`config.mk`:
```
export PLATFORM = sky130hd
export DESIGN_NAME = cbor_stream_decoder_top
export DESIGN_NICKNAME = d
export VERILOG_FILES = /design/src/sv/cbd_pkg.sv /design/src/sv/cbd_front.sv /design/src/sv/cbd_back.sv /design/src/sv/cbor_stream_decoder_top.sv
export SDC_FILE = /design/constraint.sdc
export NUM_CORES = 1
export LEC_CHECK = 0
export BUFFER_PORTS_ARGS = -buffer_cell sky130_fd_sc_hd__buf_2
export CORE_MARGIN = 2
export CORE_UTILIZATION = 35
export DETAILED_ROUTE_END_ITERATION = 6
export HOLD_SLACK_MARGIN = 0.02
export PLACE_DENSITY = 0.51
export SKIP_CTS_REPAIR_TIMING = 1
export SKIP_LAST_GASP = 1
export SLEW_MARGIN = 5
export SYNTH_ARGS = -nofsm -noshare
export SYNTH_HDL_FRONTEND = slang
export SYNTH_SLANG_ARGS = --single-unit
```
`constraint.sdc`:
```
create_clock -name clk -period 17.1 [get_ports clk]
set_input_delay 0.855 -clock clk [delete_from_list [all_inputs] [get_ports clk]]
set_output_delay 0.855 -clock clk [all_outputs]
set_load 0.05 [all_outputs]
```
`src/sv/cbd_pkg.sv`:
```
// shared types, codes and result formatting for the cbor stream decoder
package cbd_pkg;

    typedef struct packed {
        logic [7:0] in_byte;
        logic       buffer_end;
    } cbd_in_t;

    typedef struct packed {
        logic [2:0]  event_res;
        logic [2:0]  major_type;
        logic [31:0] argument;
        logic [7:0]  payload_byte;
        logic [4:0]  nest_depth;
        logic        is_key;
        logic        item_complete;
        logic        value_done;
        logic [3:0]  error_code;
    } cbd_out_t;

    // classified byte carried from the front part to the back part
    typedef struct packed {
        logic [7:0] byte_val;
        logic       last;
        logic [2:0] major;
        logic [4:0] addl;
    } cbd_item_t;

    // result held while a run of closing containers is unwound
    typedef struct packed {
        logic [2:0]  ev;
        logic [2:0]  major;
        logic [31:0] arg;
        logic [7:0]  pay;
        logic        key;
        logic        last;
    } cbd_pend_t;

    typedef enum logic [2:0] {
        PH_HEAD,
        PH_EXT,
        PH_PAY,
        PH_DONE,
        PH_ERR
    } cbd_phase_t;

    typedef enum logic [1:0] {
        CTL_RUN,
        CTL_POP_RD,
        CTL_POP
    } cbd_ctl_t;

    localparam logic [2:0] EV_EXT  = 3'd0;
    localparam logic [2:0] EV_HEAD = 3'd1;
    localparam logic [2:0] EV_PAY  = 3'd2;
    localparam logic [2:0] EV_IGN  = 3'd3;
    localparam logic [2:0] EV_ERR  = 3'd4;

    localparam logic [3:0] ERR_NONE   = 4'd0;
    localparam logic [3:0] ERR_TRUNC  = 4'd1;
    localparam logic [3:0] ERR_WIDE   = 4'd2;
    localparam logic [3:0] ERR_INDEF  = 4'd3;
    localparam logic [3:0] ERR_ADDL   = 4'd4;
    localparam logic [3:0] ERR_SIMPLE = 4'd5;
    localparam logic [3:0] ERR_HUGE   = 4'd6;
    localparam logic [3:0] ERR_KEY    = 4'd7;
    localparam logic [3:0] ERR_DEEP   = 4'd8;

    localparam logic [2:0] MT_UINT   = 3'd0;
    localparam logic [2:0] MT_NINT   = 3'd1;
    localparam logic [2:0] MT_BYTES  = 3'd2;
    localparam logic [2:0] MT_TEXT   = 3'd3;
    localparam logic [2:0] MT_ARRAY  = 3'd4;
    localparam logic [2:0] MT_MAP    = 3'd5;
    localparam logic [2:0] MT_TAG    = 3'd6;
    localparam logic [2:0] MT_SIMPLE = 3'd7;

    localparam logic [4:0] ADD_NULL    = 5'd22;
    localparam logic [4:0] ADD_ONE     = 5'd24;
    localparam logic [4:0] ADD_FOUR    = 5'd26;
    localparam logic [4:0] ADD_EIGHT   = 5'd27;
    localparam logic [4:0] ADD_INDEF   = 5'd31;

    function automatic cbd_out_t make_result(
        input logic [2:0]  ev,
        input logic [2:0]  maj,
        input logic [31:0] arg,
        input logic [7:0]  pay,
        input logic        key,
        input logic        item,
        input logic        done,
        input logic [4:0]  depth,
        input logic [3:0]  err
    );
        cbd_out_t r;
        r = '0;
        r.event_res  = ev;
        r.nest_depth = depth;
        if (ev == EV_ERR)
        begin
            r.error_code = err;
        end
        else if (ev != EV_IGN)
        begin
            r.major_type    = maj;
            r.argument      = arg;
            r.payload_byte  = pay;
            r.is_key        = key;
            r.item_complete = item;
            r.value_done    = done;
        end
        return r;
    endfunction

endpackage

```
`src/sv/cbd_front.sv`:
```
// front part: byte classification and two-entry queue towards the back part
module cbd_front (
    input  logic               clk,
    input  logic               rst_n,
    input  logic               in_valid,
    output logic               in_ready,
    input  cbd_pkg::cbd_in_t   in_data,
    output logic               q_valid,
    input  logic               q_ready,
    output cbd_pkg::cbd_item_t q_item
);

    cbd_pkg::cbd_item_t fifo_reg [2];
    logic       wr_ptr_reg, wr_ptr_next;
    logic       rd_ptr_reg, rd_ptr_next;
    logic [1:0] count_reg, count_next;
    logic       push, pop;
    cbd_pkg::cbd_item_t cls;

    always_comb
    begin
        cls.byte_val = in_data.in_byte;
        cls.last     = in_data.buffer_end;
        cls.major    = in_data.in_byte[7:5];
        cls.addl     = in_data.in_byte[4:0];
    end

    assign in_ready = (count_reg != 2'd2);
    assign q_valid  = (count_reg != 2'd0);
    assign q_item   = fifo_reg[rd_ptr_reg];
    assign push     = in_valid && in_ready;
    assign pop      = q_valid && q_ready;

    always_comb
    begin
        wr_ptr_next = push ? ~wr_ptr_reg : wr_ptr_reg;
        rd_ptr_next = pop ? ~rd_ptr_reg : rd_ptr_reg;
        unique case ({push, pop})
            2'b10:   count_next = count_reg + 2'd1;
            2'b01:   count_next = count_reg - 2'd1;
            default: count_next = count_reg;
        endcase
    end

    always_ff @(posedge clk or negedge rst_n)
    begin
        if (!rst_n)
        begin
            wr_ptr_reg <= 1'b0;
            rd_ptr_reg <= 1'b0;
            count_reg  <= 2'd0;
        end
        else
        begin
            wr_ptr_reg <= wr_ptr_next;
            rd_ptr_reg <= rd_ptr_next;
            count_reg  <= count_next;
        end
    end

    always_ff @(posedge clk)
    begin
        if (push)
        begin
            fifo_reg[wr_ptr_reg] <= cls;
        end
    end

endmodule

```
`src/sv/cbd_back.sv`:
```
// back part: head decode, nesting stack and output register
module cbd_back #(
    parameter int MAX_DEPTH = 16
) (
    input  logic               clk,
    input  logic               rst_n,
    input  logic               q_valid,
    output logic               q_ready,
    input  cbd_pkg::cbd_item_t q_item,
    output logic               out_valid,
    input  logic               out_ready,
    output cbd_pkg::cbd_out_t  out_data
);

    localparam int DW = $clog2(MAX_DEPTH + 1);
    localparam int AW = (MAX_DEPTH > 1) ? $clog2(MAX_DEPTH) : 1;

    logic [32:0] mem [MAX_DEPTH];

    cbd_pkg::cbd_phase_t phase_reg, phase_next;
    cbd_pkg::cbd_ctl_t   ctl_reg, ctl_next;
    logic [2:0]  major_reg, major_next;
    logic [31:0] arg_reg, arg_next;
    logic [31:0] left_reg, left_next;
    logic [DW-1:0] depth_reg, depth_next;
    logic        top_map_reg, top_map_next;
    logic [31:0] top_cnt_reg, top_cnt_next;
    logic [3:0]  err_reg, err_next;
    cbd_pkg::cbd_pend_t pend_reg, pend_next;
    logic [32:0] rd_data_reg;
    logic        out_valid_reg, out_valid_next;
    cbd_pkg::cbd_out_t out_data_reg;

    logic        out_free, take, rd_en, mem_we, out_load;
    logic [AW-1:0] mem_addr;
    logic [DW-1:0] dm1;
    logic [32:0] mem_wdata;
    cbd_pkg::cbd_out_t res;

    logic [2:0]  ev, maj;
    logic [4:0]  add;
    logic [7:0]  pay;
    logic [31:0] a;
    logic        k, k_top, hd, cmp, casc, done;
    logic        fin, f_key, f_done, f_last;
    logic [2:0]  f_ev, f_maj;
    logic [31:0] f_arg;
    logic [7:0]  f_pay;

    assign out_free  = !out_valid_reg || out_ready;
    assign q_ready   = (ctl_reg == cbd_pkg::CTL_RUN) && out_free;
    assign take      = q_valid && q_ready;
    assign out_valid = out_valid_reg;
    assign out_data  = out_data_reg;
    assign dm1       = depth_reg - DW'(1);
    assign mem_addr  = dm1[AW-1:0];
    assign k_top     = (depth_reg != '0) && top_map_reg && !top_cnt_reg[0];

    always_comb
    begin
        phase_next   = phase_reg;
        ctl_next     = ctl_reg;
        major_next   = major_reg;
        arg_next     = arg_reg;
        left_next    = left_reg;
        depth_next   = depth_reg;
        top_map_next = top_map_reg;
        top_cnt_next = top_cnt_reg;
        err_next     = err_reg;
        pend_next    = pend_reg;
        rd_en        = 1'b0;
        mem_we       = 1'b0;
        mem_wdata    = {top_map_reg, top_cnt_reg};
        out_load     = 1'b0;
        out_valid_next = out_valid_reg && !out_ready;
        res          = '0;
        ev = cbd_pkg::EV_IGN;
        maj = q_item.major;
        add = q_item.addl;
        pay = 8'd0;
        a = 32'd0;
        k = 1'b0;
        hd = 1'b0;
        cmp = 1'b0;
        casc = 1'b0;
        done = 1'b0;
        fin = 1'b0;
        f_ev = cbd_pkg::EV_IGN;
        f_maj = 3'd0;
        f_arg = 32'd0;
        f_pay = 8'd0;
        f_key = 1'b0;
        f_done = 1'b0;
        f_last = 1'b0;

        unique case (ctl_reg)
            cbd_pkg::CTL_RUN:
            begin
                if (take)
                begin
                    unique case (phase_reg)
                        cbd_pkg::PH_HEAD:
                        begin
                            k = k_top;
                            major_next = maj;
                            arg_next = 32'd0;
                            left_next = 32'd0;
                            priority if (k && maj > cbd_pkg::MT_TEXT)
                            begin
                                ev = cbd_pkg::EV_ERR;
                                err_next = cbd_pkg::ERR_KEY;
                                phase_next = cbd_pkg::PH_ERR;
                            end
                            else if (maj == cbd_pkg::MT_SIMPLE)
                            begin
                                if (add == cbd_pkg::ADD_NULL)
                                begin
                                    ev = cbd_pkg::EV_HEAD;
                                    cmp = 1'b1;
                                end
                                else if (add == cbd_pkg::ADD_FOUR || add == cbd_pkg::ADD_EIGHT)
                                begin
                                    ev = cbd_pkg::EV_HEAD;
                                    left_next = (add == cbd_pkg::ADD_FOUR) ? 32'd4 : 32'd8;
                                    arg_next = left_next;
                                    phase_next = cbd_pkg::PH_PAY;
                                end
                                else
                                begin
                                    ev = cbd_pkg::EV_ERR;
                                    err_next = cbd_pkg::ERR_SIMPLE;
                                    phase_next = cbd_pkg::PH_ERR;
                                end
                            end
                            else if (add < cbd_pkg::ADD_ONE)
                            begin
                                arg_next = 32'(add);
                                a = 32'(add);
                                ev = cbd_pkg::EV_HEAD;
                                hd = 1'b1;
                            end
                            else if (add <= cbd_pkg::ADD_FOUR)
                            begin
                                left_next = 32'd1 << (add - cbd_pkg::ADD_ONE);
                                ev = cbd_pkg::EV_EXT;
                                phase_next = cbd_pkg::PH_EXT;
                            end
                            else
                            begin
                                ev = cbd_pkg::EV_ERR;
                                phase_next = cbd_pkg::PH_ERR;
                                if (add == cbd_pkg::ADD_EIGHT)
                                    err_next = cbd_pkg::ERR_WIDE;
                                else if (add == cbd_pkg::ADD_INDEF)
                                    err_next = cbd_pkg::ERR_INDEF;
                                else
                                    err_next = cbd_pkg::ERR_ADDL;
                            end
                        end
                        cbd_pkg::PH_EXT:
                        begin
                            k = k_top;
                            arg_next = {arg_reg[23:0], q_item.byte_val};
                            left_next = left_reg - 32'd1;
                            if (left_next == 32'd0)
                            begin
                                ev = cbd_pkg::EV_HEAD;
                                hd = 1'b1;
                                a = arg_next;
                            end
                            else
                            begin
                                ev = cbd_pkg::EV_EXT;
                            end
                        end
                        cbd_pkg::PH_PAY:
                        begin
                            k = k_top;
                            ev = cbd_pkg::EV_PAY;
                            pay = q_item.byte_val;
                            left_next = left_reg - 32'd1;
                            if (left_next == 32'd0)
                                cmp = 1'b1;
                        end
                        cbd_pkg::PH_ERR:
                        begin
                            ev = cbd_pkg::EV_ERR;
                        end
                        default:
                        begin
                            ev = cbd_pkg::EV_IGN;
                        end
                    endcase

                    if (hd)
                    begin
                        phase_next = cbd_pkg::PH_HEAD;
                        unique case (major_next)
                            cbd_pkg::MT_UINT, cbd_pkg::MT_NINT:
                            begin
                                cmp = 1'b1;
                            end
                            cbd_pkg::MT_BYTES, cbd_pkg::MT_TEXT:
                            begin
                                priority if (a[31])
                                begin
                                    ev = cbd_pkg::EV_ERR;
                                    err_next = cbd_pkg::ERR_HUGE;
                                    phase_next = cbd_pkg::PH_ERR;
                                end
                                else if (a == 32'd0)
                                    cmp = 1'b1;
                                else
                                begin
                                    left_next = a;
                                    phase_next = cbd_pkg::PH_PAY;
                                end
                            end
                            cbd_pkg::MT_ARRAY, cbd_pkg::MT_MAP:
                            begin
                                priority if (a[31])
                                begin
                                    ev = cbd_pkg::EV_ERR;
                                    err_next = cbd_pkg::ERR_HUGE;
                                    phase_next = cbd_pkg::PH_ERR;
                                end
                                else if (a == 32'd0)
                                    cmp = 1'b1;
                                else if (depth_reg >= DW'(MAX_DEPTH))
                                begin
                                    ev = cbd_pkg::EV_ERR;
                                    err_next = cbd_pkg::ERR_DEEP;
                                    phase_next = cbd_pkg::PH_ERR;
                                end
                                else
                                begin
                                    mem_we = (depth_reg != '0);
                                    top_map_next = (major_next == cbd_pkg::MT_MAP);
                                    top_cnt_next = (major_next == cbd_pkg::MT_MAP) ?
                                                   {a[30:0], 1'b0} : a;
                                    depth_next = depth_reg + DW'(1);
                                end
                            end
                            default:
                            begin
                            end
                        endcase
                    end

                    if (cmp)
                    begin
                        phase_next = cbd_pkg::PH_HEAD;
                        if (depth_reg == '0)
                            done = 1'b1;
                        else if (top_cnt_reg != 32'd1)
                            top_cnt_next = top_cnt_reg - 32'd1;
                        else
                        begin
                            depth_next = dm1;
                            if (depth_reg == DW'(1))
                                done = 1'b1;
                            else
                                casc = 1'b1;
                        end
                    end

                    if (casc)
                    begin
                        pend_next = '{ev: ev, major: major_next, arg: arg_next, pay: pay,
                                      key: k, last: q_item.last};
                        ctl_next = cbd_pkg::CTL_POP_RD;
                    end
                    else
                    begin
                        fin = 1'b1;
                        f_ev = ev;
                        f_maj = major_next;
                        f_arg = arg_next;
                        f_pay = pay;
                        f_key = k;
                        f_done = done;
                        f_last = q_item.last;
                    end
                end
            end
            cbd_pkg::CTL_POP_RD:
            begin
                rd_en = 1'b1;
                ctl_next = cbd_pkg::CTL_POP;
            end
            cbd_pkg::CTL_POP:
            begin
                if (out_free)
                begin
                    if (rd_data_reg[31:0] != 32'd1)
                    begin
                        top_map_next = rd_data_reg[32];
                        top_cnt_next = rd_data_reg[31:0] - 32'd1;
                        fin = 1'b1;
                    end
                    else
                    begin
                        depth_next = dm1;
                        if (depth_reg == DW'(1))
                        begin
                            done = 1'b1;
                            fin = 1'b1;
                        end
                        else
                            ctl_next = cbd_pkg::CTL_POP_RD;
                    end
                    if (fin)
                    begin
                        ctl_next = cbd_pkg::CTL_RUN;
                        f_ev = pend_reg.ev;
                        f_maj = pend_reg.major;
                        f_arg = pend_reg.arg;
                        f_pay = pend_reg.pay;
                        f_key = pend_reg.key;
                        f_done = done;
                        f_last = pend_reg.last;
                    end
                end
            end
            default:
            begin
                ctl_next = cbd_pkg::CTL_RUN;
            end
        endcase

        if (done)
        begin
            phase_next = cbd_pkg::PH_DONE;
            depth_next = '0;
        end

        if (fin)
        begin
            if (f_last && !f_done && phase_next != cbd_pkg::PH_DONE &&
                phase_next != cbd_pkg::PH_ERR)
            begin
                f_ev = cbd_pkg::EV_ERR;
                err_next = cbd_pkg::ERR_TRUNC;
                phase_next = cbd_pkg::PH_ERR;
            end
            out_load = 1'b1;
            out_valid_next = 1'b1;
            res = cbd_pkg::make_result(f_ev, f_maj, f_arg, f_pay, f_key,
                                       1'b1 & (f_ev != cbd_pkg::EV_EXT)
                                       & (cmp | (ctl_reg == cbd_pkg::CTL_POP)),
                                       f_done, 5'(depth_next), err_next);
            if (f_last)
            begin
                phase_next = cbd_pkg::PH_HEAD;
                major_next = 3'd0;
                arg_next = 32'd0;
                left_next = 32'd0;
                depth_next = '0;
                err_next = cbd_pkg::ERR_NONE;
                ctl_next = cbd_pkg::CTL_RUN;
            end
        end
    end

    always_ff @(posedge clk or negedge rst_n)
    begin
        if (!rst_n)
        begin
            phase_reg     <= cbd_pkg::PH_HEAD;
            ctl_reg       <= cbd_pkg::CTL_RUN;
            major_reg     <= 3'd0;
            arg_reg       <= 32'd0;
            left_reg      <= 32'd0;
            depth_reg     <= '0;
            top_map_reg   <= 1'b0;
            top_cnt_reg   <= 32'd0;
            err_reg       <= cbd_pkg::ERR_NONE;
            out_valid_reg <= 1'b0;
        end
        else
        begin
            phase_reg     <= phase_next;
            ctl_reg       <= ctl_next;
            major_reg     <= major_next;
            arg_reg       <= arg_next;
            left_reg      <= left_next;
            depth_reg     <= depth_next;
            top_map_reg   <= top_map_next;
            top_cnt_reg   <= top_cnt_next;
            err_reg       <= err_next;
            out_valid_reg <= out_valid_next;
        end
    end

    always_ff @(posedge clk)
    begin
        pend_reg <= pend_next;
        if (out_load)
            out_data_reg <= res;
        if (mem_we)
            mem[mem_addr] <= mem_wdata;
        if (rd_en)
            rd_data_reg <= mem[mem_addr];
    end

`ifndef SYNTHESIS
    a_depth_bound: assert property (@(posedge clk) disable iff (!rst_n)
        depth_reg <= DW'(MAX_DEPTH))
        else $error("nesting depth above limit");

    a_no_take_in_pop: assert property (@(posedge clk) disable iff (!rst_n)
        ctl_reg != cbd_pkg::CTL_RUN |-> !take)
        else $error("byte taken while unwinding containers");

    a_error_has_code: assert property (@(posedge clk) disable iff (!rst_n)
        out_valid_reg && out_data_reg.event_res == cbd_pkg::EV_ERR |->
        out_data_reg.error_code != cbd_pkg::ERR_NONE)
        else $error("error transfer without code");

    a_pop_read_first: assert property (@(posedge clk) disable iff (!rst_n)
        ctl_reg == cbd_pkg::CTL_POP |-> $past(ctl_reg) == cbd_pkg::CTL_POP_RD ||
        $past(ctl_reg) == cbd_pkg::CTL_POP)
        else $error("stack pop without read");
`endif

endmodule

```
`src/sv/cbor_stream_decoder_top.sv`:
```
// top level of the cbor stream decoder
// Decodes one top-level CBOR value from a byte stream, one byte per transfer and
// one result transfer per byte. Bytes stream back to back while the result side takes
// results; a byte that closes nested arrays or maps holds the queue while the back part
// reads the nesting stack memory, a registered read (CTL_POP_RD, then CTL_POP) for every
// closed container that sits inside another one. A two-entry queue parts the input
// from the decoder and an output register parts the decoder from the result side.
// The byte flagged buffer_end rearms the decoder. MAX_DEPTH sets the nesting limit.
module cbor_stream_decoder_top #(
    parameter int MAX_DEPTH = 16
) (
    input  logic              clk,
    input  logic              rst_n,
    input  logic              in_valid,
    output logic              in_ready,
    input  cbd_pkg::cbd_in_t  in_data,
    output logic              out_valid,
    input  logic              out_ready,
    output cbd_pkg::cbd_out_t out_data
);

    logic               q_valid;
    logic               q_ready;
    cbd_pkg::cbd_item_t q_item;

    cbd_front u_front (
        .clk      (clk),
        .rst_n    (rst_n),
        .in_valid (in_valid),
        .in_ready (in_ready),
        .in_data  (in_data),
        .q_valid  (q_valid),
        .q_ready  (q_ready),
        .q_item   (q_item)
    );

    cbd_back #(
        .MAX_DEPTH (MAX_DEPTH)
    ) u_back (
        .clk       (clk),
        .rst_n     (rst_n),
        .q_valid   (q_valid),
        .q_ready   (q_ready),
        .q_item    (q_item),
        .out_valid (out_valid),
        .out_ready (out_ready),
        .out_data  (out_data)
    );

endmodule

```
### After elaboration in Yosys (flattened, before gate mapping)

Memories as Yosys holds them, arrays and structs flattened. A register that Yosys moved wholly into a read port is not among the register bits.
Cells that the tools add are included.

* register bits: 225
* bits in writable memories: 562
* bits of input ports: 13
* output and inout port bits: 60
* memories kept: 2

* $add $sub $neg: 8
* magnitude comparators: 4
* equal/unequal tests: 33
* shift operators: 1
* muxes and demuxes: 232
* bitwise operators: 6
* reduce and logical (&&, ||, !) cells: 38

Memories
* u_back.mem: words 16, width 33, rd ports 1, clocked after memory_dff 1, write ports 1, RTL line cbd_back.sv:18 `logic [32:0] mem [MAX_DEPTH];`
* u_front.fifo_reg: words 2, width 17, rd ports 1, clocked after memory_dff 0, write ports 1, RTL line cbd_front.sv:13 `cbd_pkg::cbd_item_t fifo_reg [2];`

Operators by type and width (count)
* $mux 32: 41
* $pmux 32 s2: 5
* $mux 3: 48
* $sub 32x1->32 const B: 3
* $mux 4: 19
* $mux 5: 15
* $mux 1: 71
* $logic_not 32->1: 2
* $ne 32x1->1 const B: 2
* $mux 8: 5
* $shl 1x5->32 const A: 1
* $pmux 3 s2: 4
* $eq 5x5->1 const B: 4
* $mux 2: 9
* $pmux 1 s2: 9
* $pmux 8 s2: 1
* $eq 3x3->1 const B: 5
* $ne 2x2->1 const B: 7
* $pmux 3 s4: 1
* $logic_and 1x1->1: 10
* $pmux 5 s2: 1
* $eq 3x2->1 const B: 3
* $reduce_and 9->1: 1
* $pmux 4 s2: 1
* 35 further kinds: 54

### Depth between registers and ports, before layout

* depth in word-level cells: 30
* depth in mapped cells: 20
* mapped depth without buffers: 12

### Cells and area by module

Synthesis repeated with hierarchy kept, for this count alone.

* cells, all modules: 2599
* area, all modules: 36272.3 um^2

By module, submodules not included
* cbd_back: instances 1, cells each 2546, area an instance 35370.2 um^2, seq. area each 22907.0 um^2
* cbd_front: instances 1, cells each 53, area an instance 902.1 um^2, seq. area each 640.6 um^2

### Worst setup path after synthesis

No wires, ideal clock.

* kind: reg-to-reg
* start: register u_back.depth_reg[0]
* end: memory u_back.mem[11][0] (enable)
* library setup time: 464 ps
* arrival: 6149 ps
* data required time: 16636 ps
* setup slack: 10487 ps
* stages on the path, launching flop included: 17
* path buffers: 5
* cells stage by stage: dfrtp_1 -> clkbuf_1 -> buf_1 -> clkbuf_1 -> inv_1 -> ha_1 -> clkbuf_1 -> nor4b_1 -> clkbuf_1 -> o211a_1 -> o21ai_1 -> o2111ai_1 -> a41oi_4 -> nor3_2 -> and3_1 -> nand2_1 -> nor3_1

* word-level cells in the longest chain between the ends: 17
* elaborated cells between the ends (all ways): 24
* classes of those cells: add/sub (1); order compare (1); mux (17); reduce/logical (5)

RTL lines
* start: declaration: RTL line cbd_back.sv:25 `logic [DW-1:0] depth_reg, depth_next;`
* start signal: assignment: RTL line cbd_back.sv:387 `depth_reg <= depth_next;`
* $reduce_bool 5->1: RTL line cbd_back.sv:57, cbd_back.sv:237
* $logic_and 1x1->1 (2 in series): RTL line cbd_back.sv:57 `assign k_top = (depth_reg != '0) && top_map_reg && !top_cnt_reg[0];`
* $logic_and 1x1->1: RTL line cbd_back.sv:108 `priority if (k && maj > cbd_pkg::MT_TEXT)`
* $mux 32: RTL line cbd_back.sv:108
* $pmux 32 s2: RTL line cbd_back.sv:101 `unique case (phase_reg)`
* $mux 32: RTL line cbd_back.sv:99 `if (take)`
* $mux 32: RTL line cbd_back.sv:96 `unique case (ctl_reg)`
* $logic_not 32->1: RTL line cbd_back.sv:227 `else if (a == 32'd0)`
* $mux 1: RTL line cbd_back.sv:227
* $mux 1: RTL line cbd_back.sv:221 `priority if (a[31])`
* $mux 1: RTL line cbd_back.sv:198 `unique case (major_next)`
* $mux 1: RTL line cbd_back.sv:195 `if (hd)`
* $mux 1: RTL line cbd_back.sv:99
* $mux 1: RTL line cbd_back.sv:96
* $mux 1: RTL line cbd_back.sv:400 `if (mem_we)`
* $mux 1 (not written as such): RTL line cbd_back.sv:401 `mem[mem_addr] <= mem_wdata;`
* end: declaration: RTL line cbd_back.sv:18

Parallel ways exist; a longest one is shown, timed or not. The select of a mux whose other input is x is not followed.

### Final worst setup path

* start: register u_back.left_reg[1]
* end: memory u_back.mem[9][28] (enable)

* word-level cells in the longest chain between the ends: 15
* elaborated cells between the ends (all ways): 19
* classes of those cells: add/sub (1); mux (16); reduce/logical (2)

RTL lines
* start: declaration: RTL line cbd_back.sv:24 `logic [31:0] left_reg, left_next;`
* start signal: assignment: RTL line cbd_back.sv:386 `left_reg <= left_next;`
* $sub 32x1->32 (*): RTL line cbd_back.sv:164 `left_next = left_reg - 32'd1;`
* $logic_not 32->1 (*): RTL line cbd_back.sv:165 `if (left_next == 32'd0)`
* $mux 32: RTL line cbd_back.sv:165
* $pmux 32 s2: RTL line cbd_back.sv:101
* $mux 32: RTL line cbd_back.sv:99
* $mux 32: RTL line cbd_back.sv:96
* $logic_not 32->1: RTL line cbd_back.sv:227
* $mux 1: RTL line cbd_back.sv:227
* $mux 1: RTL line cbd_back.sv:221
* $mux 1: RTL line cbd_back.sv:198
* $mux 1 (*): RTL line cbd_back.sv:195
* $mux 1 (*): RTL line cbd_back.sv:99
* $mux 1 (*): RTL line cbd_back.sv:96
* $mux 1 (*): RTL line cbd_back.sv:400
* $mux 1 (not written as such) (*): RTL line cbd_back.sv:401

Mark *: on every way between the ends. The rest lies on a longest branch, timed or not. The select of a mux whose other input is x is not followed.

==> results.py <==
metrics = {
    "run_status": {
        "outcome": "complete, no violations",
    },
    "logic_synthesis": {
        "yosys-top-cells-area": "edfxtp_1 (56%), dfrtp_1 (8.1%), mux4_2 (8.1%)",
        "synth_edf_count": 685,
        "syn_area_sq_um": 36650,
        "synth.ff_latch_count": 804,
        "yosysWarningCount": 0,
        "synth_commonest_cells": "edfxtp_1 (685), nand2_1 (258), nor2_1 (199)",
        "netlist_instances": 2683,
        "ys_seq_area_share_pct": 64.25,
        "syn_nets": 2712,
        "synthArstFlopShare_pct": 14.80,
        "synth.distinct_cells": 87,
        "post-synth-top-count-cell": "edfxtp_1",
        "yosysTopAreaCell": "edfxtp_1",
        "synthFlopType": "edfxtp_1",
        "avgSynthCellArea_sq_um": 13.66,
        "yosysTopAreaCellShare_pct": 56.12,
    },
    "floorplan": {
        "ios": 73,
        "die_y_um": 327.6,
        "start_util_pct": 35.36,
        "core_area_sq_um": 103600,
        "dieArea_sq_um": 107300,
        "rows": 118,
        "die_w_um": 327.6,
    },
    "cts": {
        "clock_path_buffers": 3,
        "numCtsBuffers": 84,
        "cts_tree": "yes",
        "cts_root_buf": "clkbuf_16",
        "insertion_delay_ns": 0.66,
        "cts.sinks": 804,
        "cts.clk_slew.worst_paths_ns": 0.06,
        "htree_levels": 3,
    },
    "route": {
        "detail-route-antenna-nets": 0,
        "routed_via_density": 5.793,
        "dr.first_iter.drc_count": 2450,
        "via_count": 24060,
        "routed_wl_mm": 109.5,
        "wl_per_cell_um": 26.38,
        "first_pass_iters": 6,
        "drc_errors": 0,
    },
    "placement": {
        "place_congestion": 0.9222,
        "io_buffers": 72,
        "dp_hpwl_mm": 69.56,
    },
    "critical_path": {
        "crit_path_start": "u_back.left_reg[1]$_DFF_PN0_",
        "setup.worst_path.class": "register to register",
        "arrival_ns": 6.71,
        "critPathRequiredTime_ns": 17.41,
        "reg2reg_from": "u_back.left_reg[1]$_DFF_PN0_",
        "crit_path_start_kind": "register",
        "cp_slowest_cell": "nor3_2",
        "crit_fanout": 22,
        "critical_path.endpoint": "u_back.mem[9][28]$_DFFE_PP_",
        "crit_chain": "inv_1 -> ha_1 -> nor3b_1 -> nand2_1 -> a2bb2oi_1 -> a211oi_1 -> and4_1 -> a31oi_1 -> nor3_2 -> buf_4 -> and3_1 -> nand2_1 -> nor3_2 -> buf_4",
        "slowest_delay_ns": 0.96,
        "reg2reg_depth": 14,
        "end_kind": "register",
        "r2r-end": "u_back.mem[9][28]$_DFFE_PP_",
        "rrSetupSlack_ns": 10.71,
    },
    "power": {
        "power_density_nw_per_um2": 174.7,
        "irDropWorstVdd_mv": 0.08758,
        "leakagePower_nw": 13.52,
    },
    "timing": {
        "slew_violations": 0,
        "finalCritPeriodShare_pct": 37.37,
        "period_minus_slack_ns": 6.391,
        "finalHoldViolCount": 0,
        "max_slew_margin_pct": 14.84,
        "worst_pin_slew_ns": 1.274,
        "grt_setup_unrepaired": "no",
        "clock_skew_ns": 0.02742,
        "setup_viol": 0,
        "fmaxAchievable_mhz": 156.5,
        "whs_ns": 0.1865,
        "fin_tns_setup_ns": 0,
    },
    "hold_path": {
        "hold_path.class": "input port to async pin",
    },
    "cells_and_area": {
        "drive_above_1_share_pct": 18.18,
        "largest_reg_flops": 528,
        "area_delta_synth_final_pct": 13.16,
        "layout.nets": 2733,
    },
    "global_route": {
        "overflow": 0,
        "grt_pass1_vias": 23560,
        "grt_max_degree": 133,
        "antenna_found_initial": 3,
        "grt_usage_pct": 20.19,
        "grt_pass1_wl_mm": 162.4,
    },
    "run": {
        "cap_violations": 0,
    },
}
## report_power, final
part	total [mW]	internal [mW]	switching (mW)
sequential	2.84	2.46	0.379
combinational	2.50	0.745	1.76
clock	1.91	1.10	0.801
total	7.25	4.31	2.94
## area by class of cell
class	count	area, sq um
Fill cell	9621	62170
Sequential cell	804	23550
Multi-Input combinational cell	1661	12420
Clock buffer	99	2190
Tap cell	1380	1727
Timing Repair Buffer	126	824.5
Clock inverter	55	663.1
Inverter	27	102.6
Antenna cell	1	2.502
## worst min path at each step
stage | to | slack [ns] | startpoint | depth (start not counted)
3_3_place_gp | u_front.wr_ptr_reg$_DFFE_PN0P_ | 0.48 | u_front.wr_ptr_reg$_DFFE_PN0P_ | 1
3_5_place_dp | u_front.wr_ptr_reg$_DFFE_PN0P_ | 0.50 | u_front.wr_ptr_reg$_DFFE_PN0P_ | 1
4_1_cts | u_back.arg_reg[26]$_DFF_PN0_ | 0.19 | rst_n | 1
5_1_grt | u_back.arg_reg[26]$_DFF_PN0_ | 0.22 | rst_n | 1
6_report | u_back.arg_reg[26]$_DFF_PN0_ | 0.19 | rst_n | 1
2_1_floorplan | u_front.wr_ptr_reg$_DFFE_PN0P_ | 0.46 | u_front.wr_ptr_reg$_DFFE_PN0P_ | 1
## placed cells by master (no fill, tap or decap), drive strengths merged, types with 20 or more instances in the layout
| cell | count |
|---|---|
| mux4 | 132 |
| a31oi | 57 |
| nand4 | 20 |
| clkinv | 33 |
| a22oi | 50 |
| xor2 | 28 |
| xnor2 | 21 |
| edfxtp | 685 |
| nand2 | 258 |
| a21oi | 105 |
| buf | 126 |
| dfrtp | 119 |
| and2 | 43 |
| mux2i | 31 |
| nand3 | 40 |
| a211oi | 54 |
| nor3 | 129 |
| clkbuf | 99 |
| nor4 | 88 |
| or3 | 22 |
| inv | 30 |
| nand2b | 21 |
| nor2 | 201 |
| o21ai | 109 |
## critical path, delay by kind of cell (launching register included)
kind	cells	cell delay, ns
fa+ha+maj	1	0.32
simple gates	7	3.34
buf+inv	3	0.93
flops	1	0.45
compound gates	3	0.95
## metal layers
metal,GRT usage (%),wire length [um],up-vias
met3,3.424,7034,174
met1,29.54,49640,12450
met5,0,34,-
met4,6.073,2889,6
met2,30.80,49940,905
li1,-,-,10520
## through the flow
stage	setup slack, ns	cell area (sq um)	utilization (%)	total power [mW]	cells
finish	10.71	41480	40.02	7.246	4153
global route	10.33	41470	40.02	7.574	4152
CTS	10.79	41420	39.96	7.274	4150
detailed placement	10.81	38570	37.21	5.360	3996
global placement	10.98	38570	37.21	5.337	3996
floorplan	10.49	36650	-	4.426	2683
## cells by family after synthesis
logic type,share of synthesized area [%]
and+or+nand+nor,12.72
xor gates and xnor gates,1.191
buffers and inverters,2.492
AOI/OAI and AO/OA,9.299
DFF,64.25
muxes,9.510
adders and majority gates,0.5462
Power figures use the tool's default switching activity.
